File: config.mk
export PLATFORM = sky130hd
export DESIGN_NAME = timed_brake_launch_sequencer
export DESIGN_NICKNAME = d
export VERILOG_FILES = /design/src/design/tbls_pkg.sv /design/src/design/timed_brake_launch_sequencer.sv
export SDC_FILE = /design/constraint.sdc
export NUM_CORES = 1
export LEC_CHECK = 0
export BUFFER_PORTS_ARGS = -buffer_cell sky130_fd_sc_hd__clkbuf_2
export CAP_MARGIN = 20
export CORE_ASPECT_RATIO = 1.2
export CORE_MARGIN = 8
export CORE_UTILIZATION = 57
export DETAILED_ROUTE_END_ITERATION = 7
export MAX_ROUTING_LAYER = met4
export PLACE_DENSITY_LB_ADDON = 0.1
export SKIP_CTS_REPAIR_TIMING = 1
export SLEW_MARGIN = 20
export SYNTH_ARGS = -nofsm -noshare
export SYNTH_HDL_FRONTEND = slang
export SYNTH_SLANG_ARGS = --single-unit
File: constraint.sdc
create_clock -name clock -period 5.55 [get_ports clock]
set_input_delay 0.555 -clock clock [delete_from_list [all_inputs] [get_ports clock]]
set_output_delay 0.555 -clock clock [all_outputs]
set_load 0.1 [all_outputs]
File: src/design/tbls_pkg.sv
// Shared types and constants for the timed brake launch sequencer.
package tbls_pkg;

   typedef enum logic [3:0] {
      PH_IDLE      = 4'b0001,
      PH_COUNTDOWN = 4'b0010,
      PH_BRAKING   = 4'b0100,
      PH_COMPLETE  = 4'b1000
   } phase_type;

   typedef enum logic [1:0] {
      PHC_IDLE      = 2'd0,
      PHC_COUNTDOWN = 2'd1,
      PHC_BRAKING   = 2'd2,
      PHC_COMPLETE  = 2'd3
   } phase_code_type;

   typedef enum logic [1:0] {
      CMD_COAST = 2'd0,
      CMD_HOLD  = 2'd1,
      CMD_BRAKE = 2'd2,
      CMD_RSVD  = 2'd3
   } motor_cmd_type;

   localparam logic [2:0] CSR_SPINUP    = 3'd0;
   localparam logic [2:0] CSR_BRAKE_DLY = 3'd1;
   localparam logic [2:0] CSR_LAND_DLY  = 3'd2;
   localparam logic [2:0] CSR_RELEASE   = 3'd3;
   localparam logic [2:0] CSR_DEBOUNCE  = 3'd4;
   localparam logic [2:0] CSR_COOLDOWN  = 3'd5;

   localparam logic [15:0] SPINUP_RESET   = 16'd3000;
   localparam logic [15:0] DEBOUNCE_RESET = 16'd50;
   localparam logic [15:0] COOLDOWN_RESET = 16'd300;
   localparam logic signed [31:0] LANDING_MARGIN_MS = 32'sd500;

   function automatic phase_code_type phase_encode(input phase_type ph);
      phase_code_type code;
      case (ph)
         PH_IDLE:      code = PHC_IDLE;
         PH_COUNTDOWN: code = PHC_COUNTDOWN;
         PH_BRAKING:   code = PHC_BRAKING;
         PH_COMPLETE:  code = PHC_COMPLETE;
         default:      code = PHC_IDLE;
      endcase
      return code;
   endfunction

endpackage

File: src/design/timed_brake_launch_sequencer.sv
// Top level of the timed brake launch sequencer: tick register, phase logic, result register.
//
// One tick transaction enters per clock cycle, sustained, while the result is not stalled. Its
// result (motor command and phase) is offered from the result register and taken when rsp_stall
// is low. The tick waits in the input register, where the debounce, phase and brake decisions
// are taken against the current state, until the result register can take it, and then waits
// in the result register until taken. The result register lets a new tick be taken while a
// finished result is still stalled. The configuration port is always ready; write it only while
// no tick is in flight. All time arithmetic wraps at 32 bits.
module timed_brake_launch_sequencer (
   input  logic               clock,
   input  logic               reset,
   input  logic               req_valid,
   output logic               req_stall,
   input  logic [31:0]        req_now_ms,
   input  logic               req_button_level,
   input  logic signed [23:0] req_velocity_sample,
   input  logic               req_velocity_valid,
   output logic               rsp_valid,
   input  logic               rsp_stall,
   output logic [1:0]         rsp_motor_command,
   output logic [1:0]         rsp_phase,
   input  logic               csr_valid,
   output logic               csr_ready,
   input  logic [2:0]         csr_index,
   input  logic [23:0]        csr_wdata
);

   logic [15:0]        spinup_ff;
   logic signed [20:0] brake_dly_ff;
   logic signed [20:0] land_dly_ff;
   logic signed [23:0] release_ff;
   logic [15:0]        debounce_ff;
   logic [15:0]        cooldown_ff;

   logic               in_vld_ff;
   logic [31:0]        now_ff;
   logic               button_ff;
   logic signed [23:0] vel_ff;
   logic               vvld_ff;

   logic               out_vld_ff;
   logic [1:0]         cmd_ff;
   logic [1:0]         phc_ff;

   tbls_pkg::phase_type phase_ff, phase_in;
   logic [31:0]        launch_ff, launch_in;
   logic [31:0]        last_pc_ff, last_pc_in;
   logic [31:0]        last_edge_ff, last_edge_in;
   logic               was_pressed_ff;
   logic               brake_on_ff, brake_on_in;
   logic               brake_used_ff, brake_used_in;
   logic signed [23:0] held_vel_ff, held_vel_in;
   logic [1:0]         cmd_in;

   logic               advance;
   logic               pressed;
   logic               edge_det;
   logic [31:0]        edge_gap;
   logic [31:0]        pc_gap;
   logic               allowed;
   logic signed [31:0] since;
   logic signed [31:0] brake_at;
   logic signed [31:0] land_at;
   logic               brake_on_mid;

   assign advance   = in_vld_ff && (!out_vld_ff || !rsp_stall);
   assign req_stall = in_vld_ff && !advance;
   assign csr_ready = 1'b1;

   assign rsp_valid         = out_vld_ff;
   assign rsp_motor_command = cmd_ff;
   assign rsp_phase         = phc_ff;

   always_ff @(posedge clock) begin
      if (reset) begin
         spinup_ff    <= tbls_pkg::SPINUP_RESET;
         brake_dly_ff <= '0;
         land_dly_ff  <= '0;
         release_ff   <= '0;
         debounce_ff  <= tbls_pkg::DEBOUNCE_RESET;
         cooldown_ff  <= tbls_pkg::COOLDOWN_RESET;
      end else if (csr_valid && csr_ready) begin
         case (csr_index)
            tbls_pkg::CSR_SPINUP:    spinup_ff    <= csr_wdata[15:0];
            tbls_pkg::CSR_BRAKE_DLY: brake_dly_ff <= csr_wdata[20:0];
            tbls_pkg::CSR_LAND_DLY:  land_dly_ff  <= csr_wdata[20:0];
            tbls_pkg::CSR_RELEASE:   release_ff   <= csr_wdata;
            tbls_pkg::CSR_DEBOUNCE:  debounce_ff  <= csr_wdata[15:0];
            tbls_pkg::CSR_COOLDOWN:  cooldown_ff  <= csr_wdata[15:0];
            default: ;
         endcase
      end
   end

   always_ff @(posedge clock) begin
      if (reset) begin
         in_vld_ff <= 1'b0;
      end else if (req_valid && !req_stall) begin
         in_vld_ff <= 1'b1;
      end else if (advance) begin
         in_vld_ff <= 1'b0;
      end
   end

   always_ff @(posedge clock) begin
      if (req_valid && !req_stall) begin
         now_ff    <= req_now_ms;
         button_ff <= req_button_level;
         vel_ff    <= req_velocity_sample;
         vvld_ff   <= req_velocity_valid;
      end
   end

   always_comb begin
      pressed      = !button_ff;
      edge_gap     = now_ff - last_edge_ff;
      edge_det     = pressed && !was_pressed_ff && (edge_gap >= {16'd0, debounce_ff});
      last_edge_in = edge_det ? now_ff : last_edge_ff;
      pc_gap       = now_ff - last_pc_ff;
      allowed      = (last_pc_ff == 32'd0) || (pc_gap >= {16'd0, cooldown_ff});
      since        = $signed(now_ff - launch_ff);
      brake_at     = 32'(brake_dly_ff);
      land_at      = 32'(land_dly_ff) + tbls_pkg::LANDING_MARGIN_MS;

      phase_in      = phase_ff;
      launch_in     = launch_ff;
      last_pc_in    = last_pc_ff;
      brake_on_in   = brake_on_ff;
      brake_used_in = brake_used_ff;
      brake_on_mid  = brake_on_ff;

      case (phase_ff)
         tbls_pkg::PH_IDLE: begin
            if (edge_det && allowed) begin
               launch_in  = now_ff + {16'd0, spinup_ff};
               phase_in   = tbls_pkg::PH_COUNTDOWN;
               last_pc_in = now_ff;
            end
         end
         tbls_pkg::PH_COUNTDOWN: begin
            if (since >= 32'sd0) begin
               phase_in      = tbls_pkg::PH_BRAKING;
               last_pc_in    = now_ff;
               brake_on_in   = 1'b0;
               brake_used_in = 1'b0;
            end
         end
         tbls_pkg::PH_BRAKING: begin
            if (!brake_on_ff && !brake_used_ff && since >= brake_at) begin
               brake_on_mid  = 1'b1;
               brake_used_in = 1'b1;
            end
            brake_on_in = brake_on_mid && !(held_vel_ff <= release_ff);
            if (since >= land_at) begin
               phase_in   = tbls_pkg::PH_COMPLETE;
               last_pc_in = now_ff;
            end
         end
         tbls_pkg::PH_COMPLETE: begin
            if (edge_det) begin
               phase_in      = tbls_pkg::PH_IDLE;
               last_pc_in    = now_ff;
               launch_in     = 32'd0;
               brake_on_in   = 1'b0;
               brake_used_in = 1'b0;
            end
         end
         default: ;
      endcase

      held_vel_in = (phase_in == tbls_pkg::PH_BRAKING && vvld_ff) ? vel_ff : held_vel_ff;

      case (phase_in)
         tbls_pkg::PH_COUNTDOWN: cmd_in = tbls_pkg::CMD_HOLD;
         tbls_pkg::PH_BRAKING: begin
            if (brake_on_in) begin
               cmd_in = tbls_pkg::CMD_BRAKE;
            end else if (brake_used_in) begin
               cmd_in = tbls_pkg::CMD_COAST;
            end else begin
               cmd_in = tbls_pkg::CMD_HOLD;
            end
         end
         default: cmd_in = tbls_pkg::CMD_COAST;
      endcase
   end

   always_ff @(posedge clock) begin
      if (reset) begin
         phase_ff       <= tbls_pkg::PH_IDLE;
         launch_ff      <= '0;
         last_pc_ff     <= '0;
         last_edge_ff   <= '0;
         was_pressed_ff <= 1'b0;
         brake_on_ff    <= 1'b0;
         brake_used_ff  <= 1'b0;
         held_vel_ff    <= '0;
      end else if (advance) begin
         phase_ff       <= phase_in;
         launch_ff      <= launch_in;
         last_pc_ff     <= last_pc_in;
         last_edge_ff   <= last_edge_in;
         was_pressed_ff <= pressed;
         brake_on_ff    <= brake_on_in;
         brake_used_ff  <= brake_used_in;
         held_vel_ff    <= held_vel_in;
      end
   end

   always_ff @(posedge clock) begin
      if (reset) begin
         out_vld_ff <= 1'b0;
      end else if (advance) begin
         out_vld_ff <= 1'b1;
      end else if (!rsp_stall) begin
         out_vld_ff <= 1'b0;
      end
   end

   always_ff @(posedge clock) begin
      if (advance) begin
         cmd_ff <= cmd_in;
         phc_ff <= tbls_pkg::phase_encode(phase_in);
      end
   end

`ifndef SYNTH
   a_brake_implies_used : assert property (@(posedge clock) disable iff (reset)
      brake_on_ff |-> brake_used_ff)
      else $error("brake applied without being marked used");

   a_brake_cmd_phase : assert property (@(posedge clock) disable iff (reset)
      (out_vld_ff && cmd_ff == tbls_pkg::CMD_BRAKE) |-> (phc_ff == tbls_pkg::PHC_BRAKING))
      else $error("brake command outside braking phase");

   a_no_rsvd_cmd : assert property (@(posedge clock) disable iff (reset)
      out_vld_ff |-> (cmd_ff != tbls_pkg::CMD_RSVD))
      else $error("reserved motor command emitted");

   a_state_hold : assert property (@(posedge clock) disable iff (reset)
      !advance |=> ($stable(phase_ff) && $stable(launch_ff) && $stable(brake_on_ff)))
      else $error("sequencer state changed without a tick");

   a_idle_no_brake : assert property (@(posedge clock) disable iff (reset)
      (phase_ff == tbls_pkg::PH_IDLE) |-> (!brake_on_ff && !brake_used_ff))
      else $error("brake flags set in idle");
`endif

endmodule
Yosys cells after proc, flatten, opt, wreduce, memory -nomap -nowiden. Index checks and enable logic that the tools add are counted.

Flip-flop bits (word level): 305. Latch bits: 0. RAM bits: 0. Bits in read-only memories: 0. Input bits: 90. Output and inout port bits: 7. Logic and storage cells: 116. Memories: 0.

$add $sub $neg: 5. $mul: 0. Div/mod/pow operators: 0. $lt $le $gt $ge: 6. Equal/unequal tests: 17. Shift operators: 0. Multiplexer cells: 30. Bitwise gates (word level): 0. Reductions and logical operators: 36.

Operator list (number): two-way mux 32 bit (6); case mux 32 bit (4 select lines) (1); subtractor 32 bit (3); greater-or-equal comparator 32 x 16 -> 1 bit (2); case mux 32 bit (2 select lines) (1); adder 32 x 16 -> 32 bit (1); greater-or-equal comparator 32 x 1 -> 1 bit (second input constant) (1); greater-or-equal comparator 32 x 21 -> 1 bit (1); greater-or-equal comparator 32 x 22 -> 1 bit (1); zero test 32 bit (1); less-or-equal comparator 24 bit (1); adder 21 x 10 -> 22 bit (second input constant) (1); two-way mux 4 bit (4); case mux 4 bit (4 select lines) (1); AND reduction 2 bit (8); two-way mux 1 bit (12); logical AND 1 bit (10); zero test 1 bit (9); == test 4 x 2 -> 1 bit (second input constant) (2); == test 4 x 3 -> 1 bit (second input constant) (2); == test 4 bit (second input constant) (2); inequality test 2 bit (second input constant) (4); == test 3 x 2 -> 1 bit (second input constant) (2); == test 3 bit (second input constant) (2); 13 further kinds (16).

Depth between registers and ports, before layout. Gate-level depths: netlist (run 1).

Depth after elaboration: 9. Gate-level depth with buffers: 30. Depth with buffers taken out: 29.

Least setup slack after synthesis (run 1). Ideal clock, no wire load.

Path kind: flip-flop to flip-flop. Start: register now_ff[0]. End: register held_vel_ff[10]. Library setup time: 0.072 ns. Arrival time: 5.653 ns. Required time: 5.478 ns. Path slack: -0.175 ns. Stages on the path, launching flop included: 30. Clock period less this slack: 5.725 ns. Cells stage by stage: edfxtp_1 inv_1 ha_1 inv_1 fa_1 nand3_1 a211oi_1 o2111ai_1 a21bo_1 a21oi_1 a21o_1 a21oi_1 o22ai_1 o221ai_1 o21ba_2 xnor2_1 ha_1 a21o_1 a21o_1 a21o_1 a21o_1 a21o_1 a221oi_1 and4_1 nor3_1 a211o_1 nor4b_2 buf_4 buf_12 mux2i_1.

Cells in the longest elaborated chain, start to end: 9. Elaborated cells on any way between the ends: 18.

Ends and longest elaborated chain: from (decl) (line timed_brake_launch_sequencer.sv:37) `logic [31:0] now_ff;`; from (signal assigned) (line timed_brake_launch_sequencer.sv:108) `now_ff <= req_now_ms;`; subtractor 32 bit, on equally long branches (line timed_brake_launch_sequencer.sv:117, timed_brake_launch_sequencer.sv:120); greater-or-equal comparator 32 x 16 -> 1 bit, on equally long branches (line timed_brake_launch_sequencer.sv:118, timed_brake_launch_sequencer.sv:121); logical AND 1 bit or logical OR 1 bit (tied branches) (line timed_brake_launch_sequencer.sv:118, timed_brake_launch_sequencer.sv:121); logical AND 1 bit (line timed_brake_launch_sequencer.sv:135) `if (edge_det && allowed) begin`; two-way mux 4 bit (line timed_brake_launch_sequencer.sv:135); case mux 4 bit (4 select lines) (*) (line timed_brake_launch_sequencer.sv:133) `case (phase_ff)`; == test 4 x 3 -> 1 bit (*) (line timed_brake_launch_sequencer.sv:172) `held_vel_in = (phase_in == tbls_pkg::PH_BRAKING && vvld_ff) ? vel_ff : held_vel_ff;`; logical AND 1 bit (*) (line timed_brake_launch_sequencer.sv:172); AND reduction 2 bit (no source line) (*); to (signal assigned) (line timed_brake_launch_sequencer.sv:207) `held_vel_ff <= held_vel_in;`; to (decl) (line timed_brake_launch_sequencer.sv:53) `logic signed [23:0] held_vel_ff, held_vel_in;`.

Every way passes the cells marked *; elsewhere a longest branch is shown, timed or not. A chain may end at the register's enable or synchronous reset.

Worst setup path after layout (run 1).
Start: register now_ff[1]. End: register held_vel_ff[7].

The elaborated chain is that of the path after synthesis.

==> metrics.md, run 1 <==
| Metric | Value |
|---|---|
| H-tree depth | `2` |
| I/O pin count | `97` |
| Num CTS Buffers | `36` |
| Chip width | `192 µm` |
| Startpoint Class | `flop` |
| Leak | `10.4 nW` |
| DP Area | `23100 µm²` |
| Synth top area cells | `dfxtp_1 (23%), ha_1 (13%), edfxtp_1 (8.8%), nand2_1 (5.9%), a21oi_1 (5.5%)` |
| Crit path kind | `reg -> reg` |
| Die ar. | `about 44000 µm²` |
| Worst rel slew slack | `0.300` |
| CTS tree | `built` |
| Vias in the first global route | `approximately 19000` |
| Status | `complete, but fails checks` |
| WP data arrival | `~6.3 ns` |
| Final nets | `3113` |
| Setup WS pre-CTS | `-0.459 ns` |
| Final slew viol count | `0` |
| Failing checks | `negative setup slack` |
| Rows | `77` |
| Util after Layout | `0.684` |
| Post-synth EDFFs | `between 60 and 70` |
| Initial antenna violation count | `0` |
| Fill count | `3091` |
| Finished Cell Area | `25200 µm²` |
| Clk Latency, worst-skew pair | `~0.57 ns` |
| Seq cells post-synth | `305` |
| Worst setup slack after layout | `-0.295 ns` |
| Post-synthesis cell area | `21200 µm²` |
| Proportion of netlist area held by the largest area contributor | `0.229` |
| Initial DRC Count | `approximately 1400` |
| Routability cong. | `0.958` |
| Worst-Margin Slew | `1.05 ns` |
| CP Data Required Time | `6.04 ns` |
| Power per cell area | `268 nW/µm²` |
| Clock Path Buffers | `3` |
| Max FO, Critical Path | `6` |
| TritonCTS Sinks | `305` |
| Clk Tree Root Cell | `clkbuf_16` |
| First-pass GRT wire length | `roughly 99 mm` |
| Max cap viols | `0` |
| Gate Count Post-Synth | `2581` |
| Core area | `36800 µm²` |
| Starting density of the core | `0.576` |
| Total track usage | `0.297` |
| Mapped Avg Cell Area | `8.22 µm²` |
| Most frequent cells in the layout | `nand2_1 (331), dfxtp_1 (243), ha_1 (223), a21oi_1 (221), inv_1 (216)` |
| Total number of vias | `19300` |
| Post-detail-place hpwl | `49.1 mm` |
| Seq/Total Area, Yosys | `0.317` |
| Area Overhead vs Synth | `18.6%` |
| Period utilisation layout | `1.05` |
| Largest area contributor in the netlist | `dfxtp_1` |
| Post-DRT Antenna Nets | `0` |
| Predominant post-synthesis flop cell | `dfxtp_1` |
| Total wire length | `66.5 mm` |
| Setup crit end kind | `flop` |
| R2R depth | `27` |
| Minimum clock period | `a little under 6 ns` |
| Ant. Diodes | `0` |
| RSZ-0062 raised after global routing | `true` |
| Post-synthesis async set-or-reset flop share | `0` |
| Mapped Nets | `2903` |
| Worst-path clk slew | `0.06 ns` |
| Drt first pass iters | `5` |
| Maximum VDD drop | `just under 0.3 mV` |
| Final setup skew | `0.0344 ns` |
| Peak Freq | `between 150 and 200 MHz` |
| Vias per inst | `5.87` |
| GRT overflow | `0` |
| Hold path cells | `1` |
| Library cells used by synthesis | `89` |
| Drt drc | `0` |
| Die Ht | `roughly 230 µm` |
| Total number of yosys warnings | `0` |
| Routed wire per std cell | `20.2 µm` |
| Most common cell after layout, fill and taps aside | `nand2_1` |
| Hold Crit Class | `in -> reg` |
| Final Hold Viols | `0` |
| TNS Setup | `-6.84 ns` |
| Largest net degree at the start of global routing | `159` |
| I/O Buffers | `95` |
| Total power | `6.73 mW` |
| Share of post-route cells with drive strength above 1 | `0.144` |
| Setup violations, final | `46` |
==> power breakdown <==
part | total [mW] | leakage [nW] | switching [mW] | internal [mW]
logic | 1.66 | 7.16 | 0.943 | 0.715
registers | 2.40 | 2.57 | 0.0620 | 2.34
clock network | 2.67 | 0.639 | 1.04 | 1.64
total | 6.73 | 10.4 | 2.04 | 4.69
==> per-stage QoR <==
stage	instances	hold WS, ns
CTS	3268	0.141
global route	3293	0.152
floorplan	2581	0.432
detailed placement	3202	0.446
global placement	3202	0.442
finish	3293	0.158
==> routing by layer <==
layer / wire length (µm) / up-vias / GRT usage
met2: 32000 / 565 / 0.502
li1: - / 9455 / -
met3: 3630 / 165 / 0.0386
met1: 27000 / 9154 / 0.338
met4: 3830 / 0 / 0.161
met5: 0 / - / -
==> final cells by class <==
type                    count  area (µm²)  share of cell area
flip-flops and latches    305        6730               0.267
clock inverters            17         305              0.0121
clock buffers              49        1020              0.0406
inverters                 221         830              0.0330
well taps                 474         593              0.0236
multi-input cells        1953       13600               0.540
repair buffers            274        2090              0.0831
==> worst max-delay path: stages (launching register included) <==
cell      delay (ns)
edfxtp_1        0.40
ha_1            0.27
nor2b_1         0.15
o31ai_2         0.31
a211oi_1        0.22
o31ai_2         0.27
buf_4           0.19
nand2_1         0.07
a211o_1         0.27
and2_1          0.17
o21a_1          0.17
nor2_1          0.13
xnor2_1         0.16
ha_1            0.28
a21o_1          0.19
a21o_1          0.14
a21o_1          0.16
a21o_1          0.15
a21o_1          0.14
a21o_1          0.16
a221oi_2        0.26
and4_4          0.27
nor3_2          0.04
a211o_1         0.29
nor4b_4         0.29
buf_6           0.21
buf_12          0.17
mux2i_1         0.23
==> path summary, 6_finish.rpt <==
| path | from | slack, ns | to |
|---|---|---|---|
| worst max-delay path | now_ff[1] | -0.30 | held_vel_ff[7] |
| worst min-delay path | req_velocity_sample[4] | 0.16 | vel_ff[4] |
| worst max register to register | now_ff[1] | -0.30 | held_vel_ff[7] |
| worst min register to register | debounce_ff[2] | 0.45 | debounce_ff[2] |
==> synthesized netlist by cell type (all sizes together) (69+ instances only) <==
master and instances:
clkbuf 83, ha 228, nand2 332, dfxtp 243, nand2b 137, mux2i 107
xnor2 69, o21ai 74, nor2 192, inv 221, a21oi 231
==> kinds of logic after synthesis <==
logic type               Yosys count  synth area share
flip-flops                       305             0.317
buffers and inverters            323            0.0602
AND/OR/NAND/NOR                  917             0.209
multiplexers                     108            0.0510
XOR/XNOR                         106            0.0444
AO/OA/AOI/OAI                    589             0.180
adder cells (fa/ha/maj)          232             0.138
other                              1          0.000177
==> registers in the layout (all words and copies together), names as in the netlist, 2 cells and up <==
signal / cells
launch_ff: 32
phase_ff: 4
brake_dly_ff: 21
land_dly_ff: 21
now_ff: 32
last_pc_ff: 32
rsp_motor_command: 2
cooldown_ff: 16
vel_ff: 24
last_edge_ff: 32
spinup_ff: 16
rsp_phase: 2
release_ff: 24
held_vel_ff: 24
debounce_ff: 16
Note: power is estimated with default switching activity, not from simulation.
==> inputs of run 2 (changes only) <==
--- a/config.mk
+++ b/config.mk
@@ -10,6 +10,7 @@
 export CORE_ASPECT_RATIO = 1.2
 export CORE_MARGIN = 8
 export CORE_UTILIZATION = 57
+export CTS_BUF_LIST = sky130_fd_sc_hd__clkbuf_16
 export DETAILED_ROUTE_END_ITERATION = 7
 export MAX_ROUTING_LAYER = met4
 export PLACE_DENSITY_LB_ADDON = 0.1
==> run 2 against run 1 <==
The run still ends with negative setup slack left. Register-to-register slack about the same. Via count down 0.11%. Sequential cell count unchanged. Combinational power about the same. Core utilization up 0.065 points. Sequential share of layout area about the same. Final cell count up 0.12%. Total power down 0.68%. Largest cell class unchanged. Highest routed layer unchanged.
==> metrics.md, run 2 (synthesis results as in run 1) <==
| Metric | Value |
|---|---|
| Status | `complete, but fails checks` |
| Register area | `6730 µm² (unchanged)` |
| Met3 usage | `0.0397 (+0.00107)` |
| Drt first pass iters | `7 (+2)` |
| Period utilisation layout | `1.05 (about the same)` |
| Setup violations, final | `45 (-2.2%)` |
| Met1 usage | `0.337 (-0.000944)` |
| Largest net degree at the start of global routing | `159 (unchanged)` |
| Worst rel slew slack | `0.291 (-0.00952)` |
| Clk Latency, worst-skew pair | `0.57 ns (about the same)` |
| GRT overflow | `0 (unchanged)` |
| Multi-input logic area | `13600 µm² (unchanged)` |
| Die ar. | `43700 µm² (unchanged)` |
| Util after Layout | `0.684 (about the same)` |
| Final Hold Viols | `0 (unchanged)` |
| RSZ-0062 raised after global routing | `true` |
| Most frequent cells in the layout | `nand2_1 (331), dfxtp_1 (243), inv_1 (224), ha_1 (223), a21oi_1 (221)` |
| Area Overhead vs Synth | `18.8% (about the same)` |
| Power per cell area | `266 nW/µm² (-0.77%)` |
| Fill count | `3092 (+0.032%)` |
| Final setup skew | `0.0341 ns (-0.000257 ns)` |
| H-tree depth | `2 (unchanged)` |
| Worst setup slack after layout | `-0.295 ns (-0.000455 ns)` |
| First-pass GRT wire length | `99.3 mm (-0.20%)` |
| CP Buf/Inv Count | `3 (unchanged)` |
| Crit path largest cell delay | `0.40 ns (about the same)` |
| Rows | `77 (unchanged)` |
| Most frequent CP cell | `a21o_1` |
| Final nets | `3117 (+0.13%)` |
| Maximum VDD drop | `0.283 mV (-2.6%)` |
| Chip width | `192 µm (unchanged)` |
| Max FO, Critical Path | `6 (unchanged)` |
| Crit path kind | `reg -> reg` |
| Starting density of the core | `0.576 (unchanged)` |
| Routed wire per std cell | `20.2 µm (about the same)` |
| Leak | `10.4 nW (+0.44%)` |
| Peak Freq | `171 MHz (about the same)` |
| Die Ht | `227 µm (unchanged)` |
| CP Data Required Time | `6.04 ns (about the same)` |
| Vias in the first global route | `18900 (-0.13%)` |
| Minimum clock period | `5.85 ns (+0.000455 ns)` |
| Max cap viols | `0 (unchanged)` |
| Gr busiest metal | `met2` |
| Slowest-stage cell, CP | `edfxtp_1` |
| Vias per inst | `5.86 (-0.23%)` |
| Post-detail-place hpwl | `49.1 mm (unchanged)` |
| Grt met2 use | `0.501 (-0.00171)` |
| Total power | `6.69 mW (-0.68%)` |
| TritonCTS Sinks | `305 (unchanged)` |
| Drt drc | `0 (unchanged)` |
| Worst-path clk slew | `0.06 ns (about the same)` |
| Initial DRC Count | `1371 (+1.3%)` |
| Num CTS Buffers | `36 (unchanged)` |
| R2r setup slk | `-0.30 ns (about the same)` |
| Total number of vias | `19300 (-0.11%)` |
| Routability cong. | `0.958 (unchanged)` |
| Failing checks | `negative setup slack` |
| Clk Tree Root Cell | `clkbuf_16` |
| Clock Path Buffers | `3 (unchanged)` |
| I/O Buffers | `95 (unchanged)` |
| Total track usage | `0.296 (-0.000568)` |
| CTS tree | `built` |
| Total wire length | `66.6 mm (+0.12%)` |
| Final slew viol count | `0 (unchanged)` |
| Initial antenna violation count | `0 (unchanged)` |
| Ant. Diodes | `0 (unchanged)` |
| WP data arrival | `6.34 ns (about the same)` |
| Startpoint Class | `flop` |
| Hold Crit Class | `in -> reg` |
| Most common cell after layout, fill and taps aside | `nand2_1` |
| Setup crit end kind | `flop` |
| Core area | `36800 µm² (unchanged)` |
| Delay-heaviest family, CP | `compound AO/OA/AOI/OAI gates` |
| Worst-Margin Slew | `1.06 ns (+0.0143 ns)` |
| Post-DRT Antenna Nets | `0 (unchanged)` |
| Share of post-route cells with drive strength above 1 | `0.145 (+0.000150)` |
| I/O pin count | `97 (unchanged)` |
[run 2: changes by cell type in the layout (fill, tap and decap cells not counted)]
| cell | change |
|---|---|
| clkbuf_1 | -8 |
| inv_1 | +8 |
| clkbuf_8 | -3 |
| clkinv_1 | +3 |
| buf_12 | +1 |
| buf_4 | +1 |
| buf_6 | +1 |
| buf_8 | +1 |
[run 2: report_power, final]
group / switching, mW / total [mW] / leakage (nW) / internal [mW]
Sequential: 0.0617 / 2.40 / 2.57 / 2.34
Combinational: 0.945 / 1.66 / 7.19 / 0.718
Clock: 1.04 / 2.62 / 0.655 / 1.58
[run 2: per-layer routing]
metal | share of wire | up-vias
li1 | - | 9463
met5 | 0 | -
met4 | 0.058 | 0
met2 | 0.48 | 523
met1 | 0.41 | 9162
met3 | 0.054 | 170
[run 2: worst paths after layout]
| path | startpoint | end | depth (start not counted) |
|---|---|---|---|
| max | now_ff[1] | held_vel_ff[7] | 27 |
| min | req_velocity_sample[4] | vel_ff[4] | 1 |
| max reg2reg | now_ff[1] | held_vel_ff[7] | 27 |
| min reg2reg | debounce_ff[2] | debounce_ff[2] | 2 |
[run 2: final cells by class]
| cell class | count | area share |
|---|---|---|
| Tap cell | 474 | 0.0235 |
| Timing Repair Buffer | 278 | 0.0851 |
| Clock buffer | 38 | 0.0378 |
| Inverter | 221 | 0.0329 |
| Multi-Input combinational cell | 1953 | 0.540 |
| Sequential cell | 305 | 0.267 |
| Clock inverter | 28 | 0.0138 |
[run 2: stage by stage]
step | setup TNS, ns | std cells | setup WS, ns | hold WS [ns] | instance area [µm²]
finish | -7.08 | 3297 | -0.295 | 0.158 | 25200
global route | -38.84 | 3297 | -0.650 | 0.152 | 25200
CTS | -31.27 | 3268 | -0.495 | 0.141 | 24400
detailed placement | -26.77 | 3202 | -0.459 | 0.446 | 23100
global placement | -15.55 | 3202 | -0.370 | 0.442 | 23100
floorplan | 0 | 2581 | 0.0216 | 0.432 | 21300
==> inputs of run 3 (changes only) <==
--- a/config.mk
+++ b/config.mk
@@ -7,9 +7,11 @@
 export LEC_CHECK = 0
 export BUFFER_PORTS_ARGS = -buffer_cell sky130_fd_sc_hd__clkbuf_2
 export CAP_MARGIN = 20
+export CELL_PAD_IN_SITES_DETAIL_PLACEMENT = 2
+export CELL_PAD_IN_SITES_GLOBAL_PLACEMENT = 2
 export CORE_ASPECT_RATIO = 1.2
-export CORE_MARGIN = 8
-export CORE_UTILIZATION = 57
+export CORE_MARGIN = 3
+export CORE_UTILIZATION = 35
 export CTS_BUF_LIST = sky130_fd_sc_hd__clkbuf_16
 export DETAILED_ROUTE_END_ITERATION = 7
 export MAX_ROUTING_LAYER = met4
==> run 3 against run 2 <==
The run still ends with negative setup slack left. Critical path depth increased by 1. Critical path type unchanged. Combinational power increased by 11%. Sequential share of layout area decreased by 0.95 points. Global-route usage decreased by 4.0 points.
==> metrics.md, run 3 (synthesis results as in run 1) <==
| Metric | Value |
|---|---|
| Status | `complete, but fails checks` |
| Failing checks | `negative setup slack` |
| Final Hold Viols | `0 (unchanged)` |
| Die ar. | `63600 µm² (+46%)` |
| Post-DRT Antenna Nets | `0 (unchanged)` |
| Post-Layout Cell Count | `3655 (+11%)` |
| Crit Reg-Reg Endpoint | `held_vel_ff[9]` |
| Drt first pass iters | `5 (-2)` |
| Peak Freq | `165 MHz (-3.7%)` |
| CP Data Required Time | `6.05 ns (about the same)` |
| Routability cong. | `0.886 (-7.5%)` |
| H-tree depth | `2 (unchanged)` |
| Crit path largest cell delay | `0.42 ns (+0.02 ns)` |
| RSZ-0062 raised after global routing | `true` |
| Hold Crit Class | `in -> reg` |
| Num CTS Buffers | `40 (+11%)` |
| Initial antenna violation count | `2 (+2)` |
| WP data arrival | `6.57 ns (+0.23 ns)` |
| Die Ht | `276 µm (+21%)` |
| Fill count | `6734 (+120%)` |
| Slowest-stage cell, CP | `nor4_2` |
| Final nets | `3146 (+0.93%)` |
| Total power | `6.92 mW (+3.5%)` |
| Initial DRC Count | `782 (-43%)` |
| Minimum clock period | `6.07 ns (+0.225 ns)` |
| Total wire length | `85.3 mm (+28%)` |
| Post-detail-place hpwl | `62.3 mm (+27%)` |
| Placed cells | `3546 (+11%)` |
| First-pass GRT wire length | `125 mm (+25%)` |
| Total number of vias | `20000 (+3.6%)` |
| Chip width | `231 µm (+20%)` |
| I/O Buffers | `95 (unchanged)` |
| Max FO, Critical Path | `6 (unchanged)` |
| Most frequent CP cell | `a21o_1` |
| Ant. Diodes | `0 (unchanged)` |
| Max cap viols | `0 (unchanged)` |
| Most frequent cells in the layout | `nand2_1 (330), dfxtp_1 (242), a21oi_1 (224), inv_1 (223), ha_1 (219)` |
| Setup WS pre-CTS | `-0.993 ns (-0.534 ns)` |
| Final slew viol count | `0 (unchanged)` |
| CTS tree | `built` |
| Worst-Margin Slew | `1.03 ns (-0.0345 ns)` |
| Maximum VDD drop | `0.214 mV (-25%)` |
| Crit path from | `launch_ff[4]` |
| Core area | `59800 µm² (+63%)` |
| Share of post-route cells with drive strength above 1 | `0.166 (+0.0218)` |
| TritonCTS Sinks | `305 (unchanged)` |
| Most common cell after layout, fill and taps aside | `nand2_1` |
| R2R depth | `28 (+3.7%)` |
| DP Area | `23700 µm² (+2.4%)` |
| Leak | `10.6 nW (+1.9%)` |
| Clock Path Buffers | `3 (unchanged)` |
| Clk Tree Root Cell | `clkbuf_16` |
| Finished Cell Area | `26100 µm² (+3.7%)` |
| Largest net degree at the start of global routing | `159 (unchanged)` |
| Routed wire per std cell | `23.3 µm (+16%)` |
| WHS | `0.152 ns (-0.00517 ns)` |
| Worst setup slack after layout | `-0.521 ns (-0.225 ns)` |
| Vias per inst | `5.48 (-6.5%)` |
| Worst-path clk slew | `0.06 ns (about the same)` |
| Starting density of the core | `0.354 (-0.222)` |
| Setup violations, final | `89 (+98%)` |
| Crit path kind | `reg -> reg` |
| I/O pin count | `97 (unchanged)` |
| Startpoint Class | `flop` |
| Rows | `98 (+27%)` |
| Crit path capture | `held_vel_ff[9]` |
| Final setup skew | `0.0365 ns (+0.00238 ns)` |
| Power per cell area | `265 nW/µm² (-0.20%)` |
| Drt drc | `0 (unchanged)` |
| Multi-input logic area | `13800 µm² (+1.7%)` |
| Area Overhead vs Synth | `23.2%` |
| R2r setup slk | `-0.52 ns (-0.23 ns)` |
| Setup crit end kind | `flop` |
| R2R Path Start | `launch_ff[4]` |
| GRT overflow | `0 (unchanged)` |
| Clk Latency, worst-skew pair | `0.58 ns (about the same)` |
| Worst rel slew slack | `0.314 (+0.0230)` |
| Period utilisation layout | `1.09 (+0.0406)` |
| Register area | `6730 µm² (about the same)` |
| Vias in the first global route | `21800 (+15%)` |
| Total track usage | `0.257 (-0.0396)` |
-- run 3: cell count changes in the layout (fill, tap and decap cells not counted), sizes merged --
cell      previous run  this run
clkinv               9        14
bufinv               7         4
clkinvlp             2         3
buf                177       200
clkbuf             139       145
-- run 3: worst max-delay path, delay by kind of cell (launching register included) --
family / cells / cell delay [ns]
adders and majority gates: 2 / 0.54
AOI/OAI and AO/OA: 12 / 2.41
xor gates and xnor gates: 1 / 0.15
muxes: 1 / 0.23
and+or+nand+nor: 7 / 1.49
DFF: 1 / 0.37
buffers and inverters: 5 / 0.78
-- run 3: worst min path at each step --
stage	startpoint	slack (ns)	cells after the start	to
floorplan	launch_ff[16]	0.43	2	launch_ff[16]
global placement	brake_dly_ff[6]	0.44	2	brake_dly_ff[6]
detailed placement	release_ff[3]	0.45	2	release_ff[3]
CTS	req_velocity_sample[9]	0.12	1	vel_ff[9]
global route	req_velocity_sample[2]	0.12	1	vel_ff[2]
finish	req_velocity_sample[11]	0.15	1	vel_ff[11]
-- run 3: per-layer routing --
| metal | GRT usage | routed length (µm) |
|---|---|---|
| met1 | 0.288 | 34900 |
| met4 | 0.0909 | 3150 |
| met5 | - | 0 |
| met2 | 0.468 | 44800 |
| met3 | 0.0324 | 2440 |
-- run 3: through the flow --
stage          utilization  TNS [ns]
2_1_floorplan            -         0
3_3_place_gp         0.396    -47.24
3_5_place_dp         0.396    -74.66
4_1_cts              0.418    -84.08
5_1_grt              0.437    -47.31
6_report             0.437    -19.40
-- run 3: area by class of cell --
cell class	count	area share
multi-input cells	1953	0.529
flip-flops and latches	305	0.257
repair buffers	303	0.0927
clock buffers	42	0.0402
well taps	800	0.0383
inverters	221	0.0317
clock inverters	31	0.0102
-- run 3: report_power, final --
group          internal [mW]  switching [mW]
Combinational          0.775            1.08
Sequential              2.34          0.0645
Clock                   1.56            1.10
